<file path="config.mk">
export PLATFORM = sky130hd
export DESIGN_NAME = ip_address_text_classifier_unit_flat
export DESIGN_NICKNAME = d
export VERILOG_FILES = /design/src/hdl/ipatc_pkg.sv /design/src/hdl/ipatc_char_if.sv /design/src/hdl/ipatc_verdict_if.sv /design/src/hdl/ipatc_front.sv /design/src/hdl/ipatc_queue.sv /design/src/hdl/ipatc_back.sv /design/src/hdl/ip_address_text_classifier_unit.sv /design/src/flat_wrapper.sv
export SDC_FILE = /design/constraint.sdc
export NUM_CORES = 1
export LEC_CHECK = 0
export ABC_AREA = 1
export ABC_CLOCK_PERIOD_IN_PS = 3400
export BUFFER_PORTS_ARGS = -buffer_cell sky130_fd_sc_hd__buf_4
export CAP_MARGIN = 20
export CORE_AREA = 5 5 82 92
export DETAILED_ROUTE_END_ITERATION = 10
export DIE_AREA = 0 0 87 97
export HOLD_SLACK_MARGIN = 0.05
export PLACE_DENSITY_LB_ADDON = 0.12
export SLEW_MARGIN = 20
export SYNTH_ARGS = -nofsm -noshare
export SYNTH_HDL_FRONTEND = slang
export SYNTH_SLANG_ARGS = --single-unit
</file>
<file path="constraint.sdc">
create_clock -name clk -period 3.4 [get_ports clk]
set_input_delay 0.51 -clock clk [delete_from_list [all_inputs] [get_ports clk]]
set_output_delay 0.51 -clock clk [all_outputs]
set_load 0.005 [all_outputs]
</file>
<file path="src/hdl/ipatc_pkg.sv">
// types, codes and constants of the address text classifier
`timescale 1ns / 1ps
`default_nettype none
package ipatc_pkg;

	// depth of the queue between front and back
	localparam int QUEUE_DEPTH = 2;

	localparam int CHAR_W  = 8;
	localparam int COUNT_W = 4;
	localparam int LEN_W   = 3;
	localparam int VALUE_W = 10;
	localparam int DIGIT_W = 4;

	localparam logic [CHAR_W-1:0] CH_COLON = 8'h3A;
	localparam logic [CHAR_W-1:0] CH_DOT   = 8'h2E;
	localparam logic [CHAR_W-1:0] CH_0     = 8'h30;
	localparam logic [CHAR_W-1:0] CH_9     = 8'h39;
	localparam logic [CHAR_W-1:0] CH_LA    = 8'h61;
	localparam logic [CHAR_W-1:0] CH_LF    = 8'h66;
	localparam logic [CHAR_W-1:0] CH_UA    = 8'h41;
	localparam logic [CHAR_W-1:0] CH_UF    = 8'h46;

	localparam logic [COUNT_W-1:0] GROUPS_V4  = 4'd4;
	localparam logic [COUNT_W-1:0] GROUPS_V6  = 4'd8;
	localparam logic [LEN_W-1:0]   V4_MAX_LEN = 3'd3;
	localparam logic [LEN_W-1:0]   V6_MAX_LEN = 3'd4;
	localparam logic [VALUE_W-1:0] V4_LIMIT   = 10'd256;

	typedef enum logic [1:0] {
		VERDICT_NONE = 2'd0,
		VERDICT_V4   = 2'd1,
		VERDICT_V6   = 2'd2
	} verdict_t;

	// one classified byte as it travels from front to back
	typedef struct packed {
		logic               colon;
		logic               dot;
		logic               dec;
		logic               hex;
		logic               zero;
		logic [DIGIT_W-1:0] digit;
		logic               last;
	} cls_t;

endpackage
`default_nettype wire

</file>
<file path="src/hdl/ipatc_char_if.sv">
// channel carrying address bytes
`timescale 1ns / 1ps
`default_nettype none
interface ipatc_char_if;
	logic       valid;
	logic       ready;
	logic [7:0] char_code;
	logic       last_char;

	modport source (output valid, output char_code, output last_char, input ready);
	modport sink (input valid, input char_code, input last_char, output ready);
endinterface
`default_nettype wire

</file>
<file path="src/hdl/ipatc_verdict_if.sv">
// channel carrying classification verdicts
`timescale 1ns / 1ps
`default_nettype none
interface ipatc_verdict_if;
	logic       valid;
	logic       ready;
	logic [1:0] verdict;

	modport source (output valid, output verdict, input ready);
	modport sink (input valid, input verdict, output ready);
endinterface
`default_nettype wire

</file>
<file path="src/hdl/ipatc_front.sv">
// front stage: takes a byte, decodes its class and registers it
`timescale 1ns / 1ps
`default_nettype none
module ipatc_front (
	input  wire logic           clk,
	input  wire logic           arst_n,
	ipatc_char_if.sink          chars,
	output ipatc_pkg::cls_t     cls,
	output logic                cls_valid,
	input  wire logic           cls_ready
);
	import ipatc_pkg::*;

	logic valid_s1;
	cls_t cls_s1;
	cls_t dec_cls;
	logic take;
	logic [CHAR_W-1:0] c;

	always_comb begin
		c = chars.char_code;
		dec_cls.colon = (c == CH_COLON);
		dec_cls.dot   = (c == CH_DOT);
		dec_cls.dec   = c inside {[CH_0:CH_9]};
		dec_cls.hex   = dec_cls.dec || (c inside {[CH_LA:CH_LF], [CH_UA:CH_UF]});
		dec_cls.zero  = (c == CH_0);
		dec_cls.digit = c[DIGIT_W-1:0];
		dec_cls.last  = chars.last_char;
	end

	assign chars.ready = !valid_s1 || cls_ready;
	assign take        = chars.valid && chars.ready;

	always_ff @(posedge clk or negedge arst_n) begin
		if (!arst_n) begin
			valid_s1 <= 1'b0;
		end else if (chars.ready) begin
			valid_s1 <= chars.valid;
		end
	end

	always_ff @(posedge clk) begin
		if (take) begin
			cls_s1 <= dec_cls;
		end
	end

	assign cls       = cls_s1;
	assign cls_valid = valid_s1;
endmodule
`default_nettype wire

</file>
<file path="src/hdl/ipatc_queue.sv">
// short queue of classified bytes between front and back
`timescale 1ns / 1ps
`default_nettype none
module ipatc_queue #(
	parameter int DEPTH = ipatc_pkg::QUEUE_DEPTH
) (
	input  wire logic             clk,
	input  wire logic             arst_n,
	input  wire ipatc_pkg::cls_t  push_data,
	input  wire logic             push_valid,
	output logic                  push_ready,
	output ipatc_pkg::cls_t       pop_data,
	output logic                  pop_valid,
	input  wire logic             pop_ready
);
	import ipatc_pkg::*;

	localparam int PTR_W = (DEPTH > 1) ? $clog2(DEPTH) : 1;
	localparam int CNT_W = $clog2(DEPTH + 1);
	localparam logic [PTR_W-1:0] PTR_LAST = PTR_W'(DEPTH - 1);
	localparam logic [CNT_W-1:0] CNT_FULL = CNT_W'(DEPTH);

	cls_t             mem_q [DEPTH];
	logic [PTR_W-1:0] wr_ptr_q;
	logic [PTR_W-1:0] rd_ptr_q;
	logic [CNT_W-1:0] count_q;
	logic             do_push;
	logic             do_pop;

	assign push_ready = (count_q != CNT_FULL);
	assign pop_valid  = (count_q != '0);
	assign pop_data   = mem_q[rd_ptr_q];
	assign do_push    = push_valid && push_ready;
	assign do_pop     = pop_valid && pop_ready;

	always_ff @(posedge clk or negedge arst_n) begin
		if (!arst_n) begin
			wr_ptr_q <= '0;
			rd_ptr_q <= '0;
			count_q  <= '0;
		end else begin
			if (do_push) begin
				wr_ptr_q <= (wr_ptr_q == PTR_LAST) ? '0 : wr_ptr_q + 1'b1;
			end
			if (do_pop) begin
				rd_ptr_q <= (rd_ptr_q == PTR_LAST) ? '0 : rd_ptr_q + 1'b1;
			end
			if (do_push && !do_pop) begin
				count_q <= count_q + 1'b1;
			end else if (do_pop && !do_push) begin
				count_q <= count_q - 1'b1;
			end
		end
	end

	always_ff @(posedge clk) begin
		if (do_push) begin
			mem_q[wr_ptr_q] <= push_data;
		end
	end
endmodule
`default_nettype wire

</file>
<file path="src/hdl/ipatc_back.sv">
// back stage: running group state, verdict on the final byte, output register
`timescale 1ns / 1ps
`default_nettype none
module ipatc_back (
	input  wire logic             clk,
	input  wire logic             arst_n,
	input  wire ipatc_pkg::cls_t  cls,
	input  wire logic             cls_valid,
	output logic                  cls_ready,
	ipatc_verdict_if.source       verdicts
);
	import ipatc_pkg::*;

	localparam int PROD_W = VALUE_W + 4;
	localparam logic [VALUE_W-1:0] VALUE_MAX = '1;
	localparam logic [LEN_W-1:0]   LEN_MAX   = '1;
	localparam logic [COUNT_W-1:0] COUNT_MAX = '1;

	function automatic logic ok4(input logic [LEN_W-1:0] len, input logic dec,
		input logic lz, input logic [VALUE_W-1:0] val);
		ok4 = (len >= 3'd1) && (len <= V4_MAX_LEN) && dec && !((len >= 3'd2) && lz)
			&& (val < V4_LIMIT);
	endfunction

	function automatic logic ok6(input logic [LEN_W-1:0] len, input logic hex);
		ok6 = (len >= 3'd1) && (len <= V6_MAX_LEN) && hex;
	endfunction

	function automatic logic [COUNT_W-1:0] sat_inc(input logic [COUNT_W-1:0] cnt);
		sat_inc = (cnt == COUNT_MAX) ? cnt : cnt + 1'b1;
	endfunction

	logic               seen_colon_q, seen_dot_q;
	logic [COUNT_W-1:0] count_q;
	logic [LEN_W-1:0]   len_q;
	logic [VALUE_W-1:0] value_q;
	logic               lz_q, all_dec_q, all_hex_q, v4_ok_q, v6_ok_q;

	logic               sep;
	logic               colon_a, dot_a;
	logic [COUNT_W-1:0] count_a, count_b;
	logic [LEN_W-1:0]   len_a;
	logic [VALUE_W-1:0] value_a;
	logic [PROD_W-1:0]  prod;
	logic               lz_a, dec_a, hex_a, v4_a, v6_a, v4_b, v6_b;
	verdict_t           verdict_d;

	logic     out_valid_q;
	verdict_t verdict_q;
	logic     pop;

	always_comb begin
		sep     = cls.colon || cls.dot;
		colon_a = seen_colon_q || cls.colon;
		dot_a   = seen_dot_q || cls.dot;
		prod    = ({4'd0, value_q} << 3) + ({4'd0, value_q} << 1)
			+ {{(PROD_W-DIGIT_W){1'b0}}, cls.digit};
		if (sep) begin
			// separator closes the open group and opens an empty one
			v4_a    = v4_ok_q && ok4(len_q, all_dec_q, lz_q, value_q);
			v6_a    = v6_ok_q && ok6(len_q, all_hex_q);
			count_a = sat_inc(count_q);
			len_a   = '0;
			value_a = '0;
			lz_a    = 1'b0;
			dec_a   = 1'b1;
			hex_a   = 1'b1;
		end else begin
			v4_a    = v4_ok_q;
			v6_a    = v6_ok_q;
			count_a = count_q;
			len_a   = (len_q == LEN_MAX) ? len_q : len_q + 1'b1;
			lz_a    = (len_q == '0) ? cls.zero : lz_q;
			dec_a   = all_dec_q && cls.dec;
			hex_a   = all_hex_q && cls.hex;
			if (cls.dec) begin
				value_a = (prod > {4'd0, VALUE_MAX}) ? VALUE_MAX : prod[VALUE_W-1:0];
			end else begin
				value_a = value_q;
			end
		end
		// final byte closes whatever group is open
		v4_b    = v4_a && ok4(len_a, dec_a, lz_a, value_a);
		v6_b    = v6_a && ok6(len_a, hex_a);
		count_b = sat_inc(count_a);
		if (dot_a && !colon_a && v4_b && (count_b == GROUPS_V4)) begin
			verdict_d = VERDICT_V4;
		end else if (colon_a && !dot_a && v6_b && (count_b == GROUPS_V6)) begin
			verdict_d = VERDICT_V6;
		end else begin
			verdict_d = VERDICT_NONE;
		end
	end

	// a final byte waits only if the output register is occupied and stalled
	assign cls_ready = !cls.last || !out_valid_q || verdicts.ready;
	assign pop       = cls_valid && cls_ready;

	always_ff @(posedge clk or negedge arst_n) begin
		if (!arst_n) begin
			seen_colon_q <= 1'b0;
			seen_dot_q   <= 1'b0;
			count_q      <= '0;
			len_q        <= '0;
			value_q      <= '0;
			lz_q         <= 1'b0;
			all_dec_q    <= 1'b1;
			all_hex_q    <= 1'b1;
			v4_ok_q      <= 1'b1;
			v6_ok_q      <= 1'b1;
		end else if (pop) begin
			if (cls.last) begin
				seen_colon_q <= 1'b0;
				seen_dot_q   <= 1'b0;
				count_q      <= '0;
				len_q        <= '0;
				value_q      <= '0;
				lz_q         <= 1'b0;
				all_dec_q    <= 1'b1;
				all_hex_q    <= 1'b1;
				v4_ok_q      <= 1'b1;
				v6_ok_q      <= 1'b1;
			end else begin
				seen_colon_q <= colon_a;
				seen_dot_q   <= dot_a;
				count_q      <= count_a;
				len_q        <= len_a;
				value_q      <= value_a;
				lz_q         <= lz_a;
				all_dec_q    <= dec_a;
				all_hex_q    <= hex_a;
				v4_ok_q      <= v4_a;
				v6_ok_q      <= v6_a;
			end
		end
	end

	always_ff @(posedge clk or negedge arst_n) begin
		if (!arst_n) begin
			out_valid_q <= 1'b0;
		end else if (pop && cls.last) begin
			out_valid_q <= 1'b1;
		end else if (verdicts.ready) begin
			out_valid_q <= 1'b0;
		end
	end

	always_ff @(posedge clk) begin
		if (pop && cls.last) begin
			verdict_q <= verdict_d;
		end
	end

	assign verdicts.valid   = out_valid_q;
	assign verdicts.verdict = verdict_q;
endmodule
`default_nettype wire

</file>
<file path="src/hdl/ip_address_text_classifier_unit.sv">
// top level of the address text classifier
`timescale 1ns / 1ps
`default_nettype none
// Classifies an address string as IPv4, IPv6 or neither. The string arrives
// one ASCII byte per transaction on chars, with last_char set on its final
// byte; exactly one transaction with the verdict (0 neither, 1 IPv4, 2 IPv6)
// follows on verdicts for every string. Dots mean IPv4 (four groups of one to
// three decimal digits, no leading zero, value below 256), colons mean IPv6
// (eight groups of one to four hex digits); a mix of both, or neither, is
// "neither". One byte is taken every cycle, sustained, unless a held verdict
// fills the queue. The front stage decodes the byte class into a register, a
// queue of QUEUE_DEPTH entries decouples it from the back stage, which updates
// the group counters for each byte and holds the verdict in an output
// register. The final byte passes the front register and the queue before
// its verdict is registered; only the final byte of a string waits on a
// stalled verdict, so a held output stops the input only once the queue fills.
module ip_address_text_classifier_unit #(
	parameter int QUEUE_DEPTH = ipatc_pkg::QUEUE_DEPTH
) (
	input  wire logic       clk,
	input  wire logic       arst_n,
	ipatc_char_if.sink      chars,
	ipatc_verdict_if.source verdicts
);
	import ipatc_pkg::*;

	// front stage output
	cls_t front_cls;
	logic front_valid;
	logic front_ready;

	// queue output toward the back stage
	cls_t back_cls;
	logic back_valid;
	logic back_ready;

	// byte decode and input register
	ipatc_front u_front (
		.clk       (clk),
		.arst_n    (arst_n),
		.chars     (chars),
		.cls       (front_cls),
		.cls_valid (front_valid),
		.cls_ready (front_ready)
	);

	// decoupling queue
	ipatc_queue #(
		.DEPTH (QUEUE_DEPTH)
	) u_queue (
		.clk        (clk),
		.arst_n     (arst_n),
		.push_data  (front_cls),
		.push_valid (front_valid),
		.push_ready (front_ready),
		.pop_data   (back_cls),
		.pop_valid  (back_valid),
		.pop_ready  (back_ready)
	);

	// group tracking and verdict
	ipatc_back u_back (
		.clk       (clk),
		.arst_n    (arst_n),
		.cls       (back_cls),
		.cls_valid (back_valid),
		.cls_ready (back_ready),
		.verdicts  (verdicts)
	);
endmodule
`default_nettype wire

</file>
<file path="src/flat_wrapper.sv">
// flat-port wrapper written by rule: the top's interface ports become plain ports
module ip_address_text_classifier_unit_flat import ipatc_pkg::*;
#(
	parameter int QUEUE_DEPTH = ipatc_pkg::QUEUE_DEPTH
)
  (clk, arst_n, chars_valid, chars_char_code, chars_last_char, chars_ready, verdicts_valid, verdicts_verdict, verdicts_ready);
  ipatc_char_if chars_i ();
  ipatc_verdict_if verdicts_i ();
  input  wire logic clk;
  input  wire logic arst_n;
  input wire logic [$bits(chars_i.valid)-1:0] chars_valid;
  input wire logic [$bits(chars_i.char_code)-1:0] chars_char_code;
  input wire logic [$bits(chars_i.last_char)-1:0] chars_last_char;
  output wire logic [$bits(chars_i.ready)-1:0] chars_ready;
  output wire logic [$bits(verdicts_i.valid)-1:0] verdicts_valid;
  output wire logic [$bits(verdicts_i.verdict)-1:0] verdicts_verdict;
  input wire logic [$bits(verdicts_i.ready)-1:0] verdicts_ready;
  assign chars_i.valid = chars_valid;
  assign chars_i.char_code = chars_char_code;
  assign chars_i.last_char = chars_last_char;
  assign chars_ready = chars_i.ready;
  assign verdicts_valid = verdicts_i.valid;
  assign verdicts_verdict = verdicts_i.verdict;
  assign verdicts_i.ready = verdicts_ready;
  ip_address_text_classifier_unit #(.QUEUE_DEPTH(QUEUE_DEPTH)) u_core (.clk(clk), .arst_n(arst_n), .chars(chars_i), .verdicts(verdicts_i));
endmodule
</file>
==> results of run 1 <==
-- report_power, final --
group / switching [mW] / total (mW) / internal (mW)
clock network: 0.281 / 0.538 / 0.257
logic: 1.32 / 2.05 / 0.733
registers: 0.181 / 1.29 / 1.11
-- Yosys cell counts, types with 5 or more instances --
master / instances / area [µm²]
edfxtp_1: 32 / 961
nand4_1: 6 / 37.5
dfrtp_1: 26 / 651
a21oi_1: 15 / 75.1
nor2_1: 30 / 113
nand3_1: 32 / 160
nand2_2: 5 / 31.3
nand2_1: 137 / 514
o21ai_0: 16 / 80.1
inv_1: 57 / 214
ha_1: 26 / 325
xor2_1: 7 / 61.3
o22ai_1: 10 / 62.6
-- layout make-up --
cell class,count,area [µm²]
clock buffers,9,124
clock inverters,7,41.3
fillers,573,2320
inverters,61,229
multi-input cells,321,1790
flip-flops and latches,62,1720
well taps,82,103
repair buffers,20,150
-- critical path: cells and delay by family (launching register included) --
| kind | cells | cell delay (ns) |
|---|---|---|
| AO/OA/AOI/OAI | 1 | 0.23 |
| buffers and inverters | 2 | 0.24 |
| flip-flops | 1 | 0.42 |
| adder cells (fa/ha/maj) | 3 | 0.79 |
| AND/OR/NAND/NOR | 11 | 1.14 |
-- logic make-up after synthesis --
group	after synthesis	synth area share (%)
AOI/OAI and AO/OA	53	8.67
DFF	62	45.3
xor gates and xnor gates	9	2.08
and+or+nand+nor	231	26.9
buffers and inverters	67	7.45
adders and majority gates	28	9.63
-- placed cells by master, fill, tap and decap left out, drive strengths merged --
cell      synthesis  layout
a21oi            15      15
nor4              3       3
a32o              1       1
nand3            33      33
xor2              7       7
a31o              1       1
nand3b            2       2
nor2             31      31
dfrtp            26      26
nand2           146     146
nor3              6       6
nand4             6       6
a31oi             1       1
clkinv            0       4
buf               5      20
or2               4       4
clkinvlp          0       3
o21ai            22      22
dfstp             4       4
o21a              1       1
o211ai            1       1
fa                2       2
ha               26      26
xnor2             2       2
a311oi            1       1
inv              61      61
o22ai            10      10
edfxtp           32      32
clkbuf            1       9
-- sequential cells by signal (all words and copies together) (netlist names) --
signal and cells:
u_core.u_queue.mem_q 20, u_core.u_back.value_q 10, u_core.u_front.cls 10, u_core.u_back.count_q 4, u_core.u_back.len_q 3, u_core.u_back.verdicts.verdict 2, u_core.u_queue.count_q 2, u_core.u_back.all_dec_q 1
u_core.u_back.all_hex_q 1, u_core.u_back.lz_q 1, u_core.u_back.seen_colon_q 1, u_core.u_back.seen_dot_q 1, u_core.u_back.v4_ok_q 1, u_core.u_back.v6_ok_q 1, u_core.u_back.verdicts.valid 1, u_core.u_front.cls_valid 1
u_core.u_queue.rd_ptr_q 1, u_core.u_queue.wr_ptr_q 1
-- per-layer routing --
layer / vias up / track usage, %
met5: - / 0
met4: 0 / 6.00
met3: 7 / 3.99
met2: 47 / 32.3
met1: 1382 / 24.5
li1: 1537 / -
-- stage by stage --
stage,util (%),cell area (µm²)
6_report,64.2,4160
5_1_grt,64.2,4160
4_1_cts,64.2,4160
3_5_place_dp,61.6,3990
3_3_place_gp,61.6,3990
2_1_floorplan,-,3790
-- final timing paths --
| check | start | endpoint | slack [ns] | cells after the start |
|---|---|---|---|---|
| setup / recovery | u_core.u_queue.rd_ptr_q | u_core.u_back.verdicts.verdict[0] | 0.45 | 17 |
| min in group clk | chars_last_char | u_core.u_front.cls[0] | 0.36 | 1 |
| max in group asynchronous | arst_n | u_core.u_back.v6_ok_q | 2.95 | 1 |
| setup reg to reg | u_core.u_queue.rd_ptr_q | u_core.u_back.verdicts.verdict[0] | 0.45 | 17 |
| hold / removal | arst_n | u_core.u_queue.rd_ptr_q | 0.12 | 1 |
| hold reg to reg | u_core.u_front.cls[0] | u_core.u_queue.mem_q[1][0] | 0.45 | 0 |
==> impl_metrics.env, run 1 <==
export IMPL_status="finished clean"
export IMPL_num_vias=2973
export IMPL_worst_ep_arrival_time_ns=3.14
export IMPL_cts_setup_buffers=0
export IMPL_die_w_um=87
export IMPL_wire_per_inst_um=13.2
export IMPL_wl_met2_um=3780
export IMPL_cp_common_cell="nand2_1"
export IMPL_grt_antenna_before_repair=0
export IMPL_grt_max_degree=31
export IMPL_port_buffers=16
export IMPL_period_minus_slack_ns=2.95
export IMPL_startpoint_type="flop"
export IMPL_tightest_slew_ns=0.910
export IMPL_core_area_um2=6480
export IMPL_path_class="flop to flop"
export IMPL_layout_setup_ws_ns=0.455
export IMPL_io_pins=17
export IMPL_grt_pass1_wl_um=13000
export IMPL_die_h_um=97
export IMPL_synthArstFlopShare_pct=48.4
export IMPL_ys_types=37
export IMPL_clock_skew_ns=0.00832
export IMPL_crit_chain="inv_2 -> buf_4 -> nand2_1 -> nand2_1 -> ha_1 -> ha_1 -> fa_1 -> nand2_1 -> nand3_1 -> nand4_1 -> nand2_1 -> nand2_1 -> nand2_1 -> nor2_1 -> nand2_1 -> o21a_1 -> nor2_1"
export IMPL_dp_cells=546
export IMPL_nets=516
export IMPL_hold_slack_ns=0.117
export IMPL_synthFlopType="edfxtp_1"
export IMPL_slowest_stage="dfrtp_1"
export IMPL_top_layer="met4"
export IMPL_max_stage_delay_ns=0.42
export IMPL_rows=31
export IMPL_cts_made_buffers=9
export IMPL_worst_setup_path_end_kind="flop"
export IMPL_layout_drive_gt1_share_pct=14.0
export IMPL_synthesis_area_um2=3790
export IMPL_drt_met1_wl_um=3350
export IMPL_place_ws_ns=0.495
export IMPL_htree_levels=3
export IMPL_ys_seq_elements=62
export IMPL_finalSetupViolations=0
export IMPL_max_freq_mhz=340
export IMPL_grt_util_all_layers_pct=19.2
export IMPL_area_growth_syn_to_layout_pct=9.60
export IMPL_cts_resized=0
export IMPL_initial_core_util_pct=58.6
export IMPL_synthesis_nets=491
export IMPL_cp_max_fo=9
export IMPL_clock_sinks=62
export IMPL_rsz0062_at_grt="false"
export IMPL_clk_pin_slew_ns=0.07
export IMPL_stdcell_count=562
export IMPL_synth_edf_count=32
export IMPL_clock_tree_buffer_depth=2
export IMPL_drc_errors=0
export IMPL_dieArea_um2=8440
export IMPL_required_ns=3.59
export IMPL_hold_violations=0
export IMPL_report_final_slew_viol_count=0
export IMPL_fin_crit_sh_pct=86.6
export IMPL_power_density_nw_per_um2=934
export IMPL_holdBufCountCts=0
export IMPL_num_antenna_cells=0
export IMPL_slew_headroom_pct=39.1
export IMPL_cts_tree="done"
export IMPL_synth_cells=450
export IMPL_worstSkewPairLatency_ns=0.33
export IMPL_ys_seq_area_share_pct=45.3
export IMPL_grt_pass1_vias=2916
export IMPL_finalSetupTns_ns=0
export IMPL_syn_avg_cell_area_um2=8.43
export IMPL_power_total_mw=3.88
export IMPL_dr_pass1_iters=4
export IMPL_gp_congestion=0.872
export IMPL_grt_overflow=0
export IMPL_drt_initial_drc_count=109
export IMPL_min_path_type="input port to asynchronous set/reset pin"
export IMPL_synth_warnings=0
export IMPL_vias_per_cell=5.29
export IMPL_drt_wl_total_um=7420
export IMPL_drtAntennaViolNets=0
export IMPL_detailed_place_hpwl_um=5730
export IMPL_ir_worst_vdd_v=0.000671
export IMPL_leakage_nw=2.09
export IMPL_drv_cap=0
export IMPL_wl_met3_um=207
export IMPL_cts_root_buf="clkbuf_8"
(Power assumes the default switching activity.)
==> run 2: changes to the inputs <==
ABC_CLOCK_PERIOD_IN_PS = default   (was 3400)
REMOVE_ABC_BUFFERS = 1   (was default)
==> run 2 against run 1 <==
Effect of this change:
- wire length grew 1.6%
- worst hold slack lost 0.015 ns
- combinational power is essentially flat
- core utilization grew 0.37 points
- cell count is the same
- first-iteration DRC count shrank 16%
- non-clock buffer count is the same
- sequential power is essentially flat
- worst setup slack gained 0.051 ns
- critical endpoint unchanged
==> impl_metrics.env, run 2 (synthesis gave the netlist of run 1 again) <==
export IMPL_status="finished clean"
export IMPL_grt_util_all_layers_pct=19.5
export IMPL_dieArea_um2=8440
export IMPL_num_vias=2951
export IMPL_swShare_pct=45.4
export IMPL_stdcell_count=562
export IMPL_path_class="flop to flop"
export IMPL_dp_cells=546
export IMPL_worstSetupStartpoint="u_core.u_queue.rd_ptr_q"
export IMPL_finalSetupTns_ns=0
export IMPL_pwr_share_comb_pct=52.2
export IMPL_detailed_place_hpwl_um=5730
export IMPL_ir_worst_vdd_v=0.000588
export IMPL_fin_crit_sh_pct=85.1
export IMPL_clock_skew_ns=0.0115
export IMPL_max_freq_mhz=346
export IMPL_largest_reg_flops=20
export IMPL_grt_max_degree=31
export IMPL_nets=516
export IMPL_switchingPower_mw=1.81
export IMPL_grt_pass1_vias=2912
export IMPL_finalSetupViolations=0
export IMPL_worst_setup_path_end_kind="flop"
export IMPL_vias_per_cell=5.25
export IMPL_slew_headroom_pct=39.9
export IMPL_required_ns=3.60
export IMPL_r2r_start="u_core.u_queue.rd_ptr_q"
export IMPL_min_path_type="input port to asynchronous set/reset pin"
export IMPL_pwr_share_clk_pct=15.4
export IMPL_cp_max_fo=9
export IMPL_grt_antenna_before_repair=0
export IMPL_layout_commonest_cell="nand2_1"
export IMPL_initial_core_util_pct=58.6
export IMPL_seqPwrFrac_pct=32.4
export IMPL_period_minus_slack_ns=2.89
export IMPL_power_internal_mw=2.18
export IMPL_clk_pin_slew_ns=0.07
export IMPL_leakage_nw=2.11
export IMPL_startpoint_type="flop"
export IMPL_mostFrequentLayoutCells="137 x nand2_1, 57 x inv_1, 32 x nand3_1, 32 x edfxtp_1, 30 x nor2_1"
export IMPL_wire_per_inst_um=13.4
export IMPL_regMostFlops="u_core.u_queue.mem_q"
export IMPL_drt_initial_drc_count=92
export IMPL_die_h_um=97
export IMPL_die_w_um=87
export IMPL_area_growth_syn_to_layout_pct=10.2
export IMPL_grt_overflow=0
export IMPL_hold_violations=0
export IMPL_cts_made_buffers=9
export IMPL_io_pins=17
export IMPL_htree_levels=3
export IMPL_cts_root_buf="clkbuf_8"
export IMPL_port_buffers=16
export IMPL_power_density_nw_per_um2=954
export IMPL_worstSkewPairLatency_ns=0.34
export IMPL_rows=31
export IMPL_report_final_slew_viol_count=0
export IMPL_num_antenna_cells=0
export IMPL_worst_r2r_path_depth=17
export IMPL_cts_resized=0
export IMPL_cts_tree="done"
export IMPL_worst_ep_arrival_time_ns=3.10
export IMPL_clock_tree_buffer_depth=2
export IMPL_drc_errors=0
export IMPL_drtAntennaViolNets=0
export IMPL_dr_pass1_iters=5
export IMPL_clock_sinks=62
export IMPL_drv_cap=0
export IMPL_grt_pass1_wl_um=13100
export IMPL_cts_setup_buffers=0
export IMPL_holdBufCountCts=0
export IMPL_tightest_slew_ns=0.898
export IMPL_gp_congestion=0.885
export IMPL_core_area_um2=6480
export IMPL_drt_wl_total_um=7540
export IMPL_rsz0062_at_grt="false"
export IMPL_layout_drive_gt1_share_pct=14.0
-- run 2: routing by layer --
layer | vias up | routed length, µm | global-route usage [%]
met5 | - | 0 | 0
met4 | 0 | 86 | 6.95
met3 | 8 | 275 | 4.08
met2 | 50 | 3820 | 33.3
met1 | 1360 | 3350 | 23.9
li1 | 1533 | - | -
-- run 2: area by class of cell --
class / instances / area (µm²)
fill: 552 / 2300
multi-input combinational: 321 / 1790
sequential: 62 / 1720
inverter: 61 / 229
timing repair buffer: 20 / 150
clock buffer: 9 / 124
tap: 82 / 103
clock inverter: 7 / 65.1
-- run 2: power groups by stage --
| stage | Sequential [mW] | Clock (mW) | Combinational (mW) |
|---|---|---|---|
| after floorplan | 1.26 | 0 | 1.56 |
| after global placement | 1.29 | 0 | 2.02 |
| after detailed placement | 1.31 | 0 | 2.07 |
| after CTS | 1.29 | 0.630 | 2.09 |
| after global routing | 1.32 | 0.667 | 2.38 |
| final | 1.29 | 0.616 | 2.08 |
-- run 2: worst paths after layout --
kind                                                     end  slack [ns]
hold / removal                      u_core.u_back.value_q[2]        0.10
hold reg to reg                   u_core.u_queue.mem_q[1][3]        0.45
max in group asynchronous            u_core.u_back.all_hex_q        2.95
setup reg to reg           u_core.u_back.verdicts.verdict[0]        0.51
min in group clk                       u_core.u_front.cls[0]        0.35
setup / recovery           u_core.u_back.verdicts.verdict[0]        0.51
-- run 2: stage by stage --
stage / hold WS [ns] / area [µm²] / total power, mW / utilization [%] / worst slack (ns)
after global routing: 0.128 / 4180 / 4.37 / 64.6 / 0.230
after floorplan: 0.214 / 3740 / 2.82 / - / 0.505
after global placement: 0.424 / 3990 / 3.32 / 61.6 / 0.624
final: 0.102 / 4180 / 3.99 / 64.6 / 0.506
after detailed placement: 0.435 / 3990 / 3.38 / 61.6 / 0.526
after CTS: 0.109 / 4180 / 4.02 / 64.6 / 0.499
-- run 2: critical path: stages (launching register included) --
cell and delay, ns:
dfrtp_1 0.42, inv_2 0.06, buf_4 0.18, nand2_1 0.07, nand2_1 0.05, ha_1 0.17
ha_1 0.22, fa_1 0.42, nand2_1 0.11, nand3_1 0.11, nand4_1 0.11, nand2_1 0.06
nand2_1 0.05, nand2_1 0.05, nor2_1 0.15, nand2_1 0.21, o21a_1 0.22, nor2_1 0.09
==> run 3: changes to the inputs <==
CELL_PAD_IN_SITES_DETAIL_PLACEMENT = 1   (was default)
CELL_PAD_IN_SITES_GLOBAL_PLACEMENT = 1   (was default)
CORE_AREA = 5 5 99 111   (was 5 5 82 92)
DIE_AREA = 0 0 104 116   (was 0 0 87 97)
==> run 3 against run 2 <==
Effect of this change:
- largest power group unchanged
- clock power is 16% higher
- first-iteration DRC count shrank 17%
- sequential share of layout area fell by 0.77 points
- largest cell class unchanged
- core utilization decreased by 21 points
- via count up 2.8%
- critical endpoint unchanged
- register-to-register slack worse by 0.02 ns
- non-clock buffer count unchanged
==> impl_metrics.env, run 3 (synthesis gave the netlist of run 1 again) <==
export IMPL_grt_pass1_wl_um=15400
export IMPL_dr_pass1_iters=4
export IMPL_clock_sinks=62
export IMPL_regMostFlops="u_core.u_queue.mem_q"
export IMPL_drtAntennaViolNets=0
export IMPL_mostFrequentLayoutCells="137 x nand2_1, 57 x inv_1, 32 x nand3_1, 32 x edfxtp_1, 30 x nor2_1"
export IMPL_tightest_slew_ns=0.896
export IMPL_cts_setup_buffers=0
export IMPL_hold_violations=0
export IMPL_vias_per_cell=5.06
export IMPL_grt_overflow=0
export IMPL_r2r_start="u_core.u_queue.rd_ptr_q"
export IMPL_power_total_mw=4.14
export IMPL_layout_setup_ws_ns=0.490
export IMPL_worst_r2r_setup_slack_ns=0.49
export IMPL_finalSetupViolations=0
export IMPL_rr_endpoint="u_core.u_back.verdicts.verdict[0]"
export IMPL_io_pins=17
export IMPL_fin_util_pct=43.9
export IMPL_power_density_nw_per_um2=971
export IMPL_num_vias=3035
export IMPL_leakage_nw=2.12
export IMPL_final_cell_area_um2=4260
export IMPL_nFillCells=1188
export IMPL_required_ns=3.61
export IMPL_drt_wl_total_um=8870
export IMPL_ir_worst_vdd_v=0.000425
export IMPL_area_growth_syn_to_layout_pct=12.3
export IMPL_worstSkewPairLatency_ns=0.34
export IMPL_htree_levels=3
export IMPL_drt_initial_drc_count=76
export IMPL_dp_cells=584
export IMPL_detailed_place_hpwl_um=7140
export IMPL_hold_slack_ns=0.106
export IMPL_clock_skew_ns=0.00817
export IMPL_wire_per_inst_um=14.8
export IMPL_worst_ep_arrival_time_ns=3.12
export IMPL_port_buffers=16
export IMPL_fin_crit_sh_pct=85.6
export IMPL_worst_setup_path_end_kind="flop"
export IMPL_grt_antenna_before_repair=0
export IMPL_report_final_slew_viol_count=0
export IMPL_status="finished clean"
export IMPL_placement_cell_area_um2=4040
export IMPL_drv_cap=0
export IMPL_worst_r2r_path_depth=15
export IMPL_grt_pass1_vias=3291
export IMPL_core_area_um2=9700
export IMPL_rows=38
export IMPL_clock_tree_buffer_depth=2
export IMPL_place_ws_ns=0.474
export IMPL_drc_errors=0
export IMPL_num_antenna_cells=0
export IMPL_grt_max_degree=31
export IMPL_min_path_type="input port to asynchronous set/reset pin"
export IMPL_cp_max_fo=9
export IMPL_cts_tree="done"
export IMPL_rsz0062_at_grt="false"
export IMPL_path_class="flop to flop"
export IMPL_cts_made_buffers=9
export IMPL_grt_util_all_layers_pct=15.9
export IMPL_startpoint_type="flop"
export IMPL_nets=516
export IMPL_largest_reg_flops=20
export IMPL_clk_pin_slew_ns=0.07
export IMPL_cts_root_buf="clkbuf_8"
export IMPL_finalSetupTns_ns=0
export IMPL_initial_core_util_pct=39.1
export IMPL_max_freq_mhz=344
export IMPL_stdcell_count=600
export IMPL_holdBufCountCts=0
export IMPL_cts_resized=0
export IMPL_layout_drive_gt1_share_pct=14.2
export IMPL_gp_congestion=0.807
export IMPL_dieArea_um2=12100
export IMPL_slew_headroom_pct=40.1
export IMPL_period_minus_slack_ns=2.91
export IMPL_die_w_um=104
export IMPL_die_h_um=116
export IMPL_layout_commonest_cell="nand2_1"
run 3: cell types whose count changed in the layout (fill, tap and decap cells not counted):
cell,before,now
bufinv_16,1,2
clkinvlp_4,1,2
inv_6,0,1
clkinv_1,1,0
clkinv_2,3,1
run 3: layout make-up:
type / count / area (µm²) / share of cell area [%]
multi-input cells: 321 / 1790 / 42.1
flip-flops and latches: 62 / 1720 / 40.3
inverters: 61 / 229 / 5.37
repair buffers: 20 / 150 / 3.52
well taps: 120 / 150 / 3.52
clock buffers: 9 / 124 / 2.91
clock inverters: 7 / 97.6 / 2.29
run 3: worst max-delay path by stage:
| stage | start | depth (start not counted) | to |
|---|---|---|---|
| finish | u_core.u_queue.rd_ptr_q | 15 | u_core.u_back.verdicts.verdict[0] |
| global route | u_core.u_queue.rd_ptr_q | 17 | u_core.u_back.verdicts.verdict[0] |
| CTS | u_core.u_queue.rd_ptr_q | 17 | u_core.u_back.verdicts.verdict[0] |
| detailed placement | u_core.u_queue.rd_ptr_q | 17 | u_core.u_back.verdicts.verdict[0] |
| global placement | u_core.u_queue.rd_ptr_q | 15 | u_core.u_back.verdicts.verdict[0] |
| floorplan | u_core.u_queue.rd_ptr_q | 15 | u_core.u_back.verdicts.verdict[0] |
run 3: critical path, stage by stage (launching register included):
cell and delay, ns:
dfrtp_1 0.42, inv_2 0.08, nand2_1 0.05, nand2_1 0.08, fa_1 0.47, fa_1 0.48
nand2_1 0.11, nand3_1 0.11, nand4_1 0.12, nand2_1 0.06, nand2_1 0.05, nand2_1 0.05
nor2_1 0.16, nand2_1 0.22, o21a_1 0.23, nor2_1 0.09
run 3: metal layers:
layer / global-route usage, % / part of all wire (%)
met5: 0 / 0
met4: 5.70 / 1.5
met3: 2.06 / 1.4
met2: 30.1 / 52
met1: 18.4 / 45
run 3: report_power, final:
group	leakage [nW]	internal [mW]	total (mW)	switching, mW
combinational	1.33	0.741	2.13	1.38
clock	0.106	0.415	0.715	0.301
sequential	0.686	1.11	1.30	0.187
total	2.12	2.27	4.14	1.87
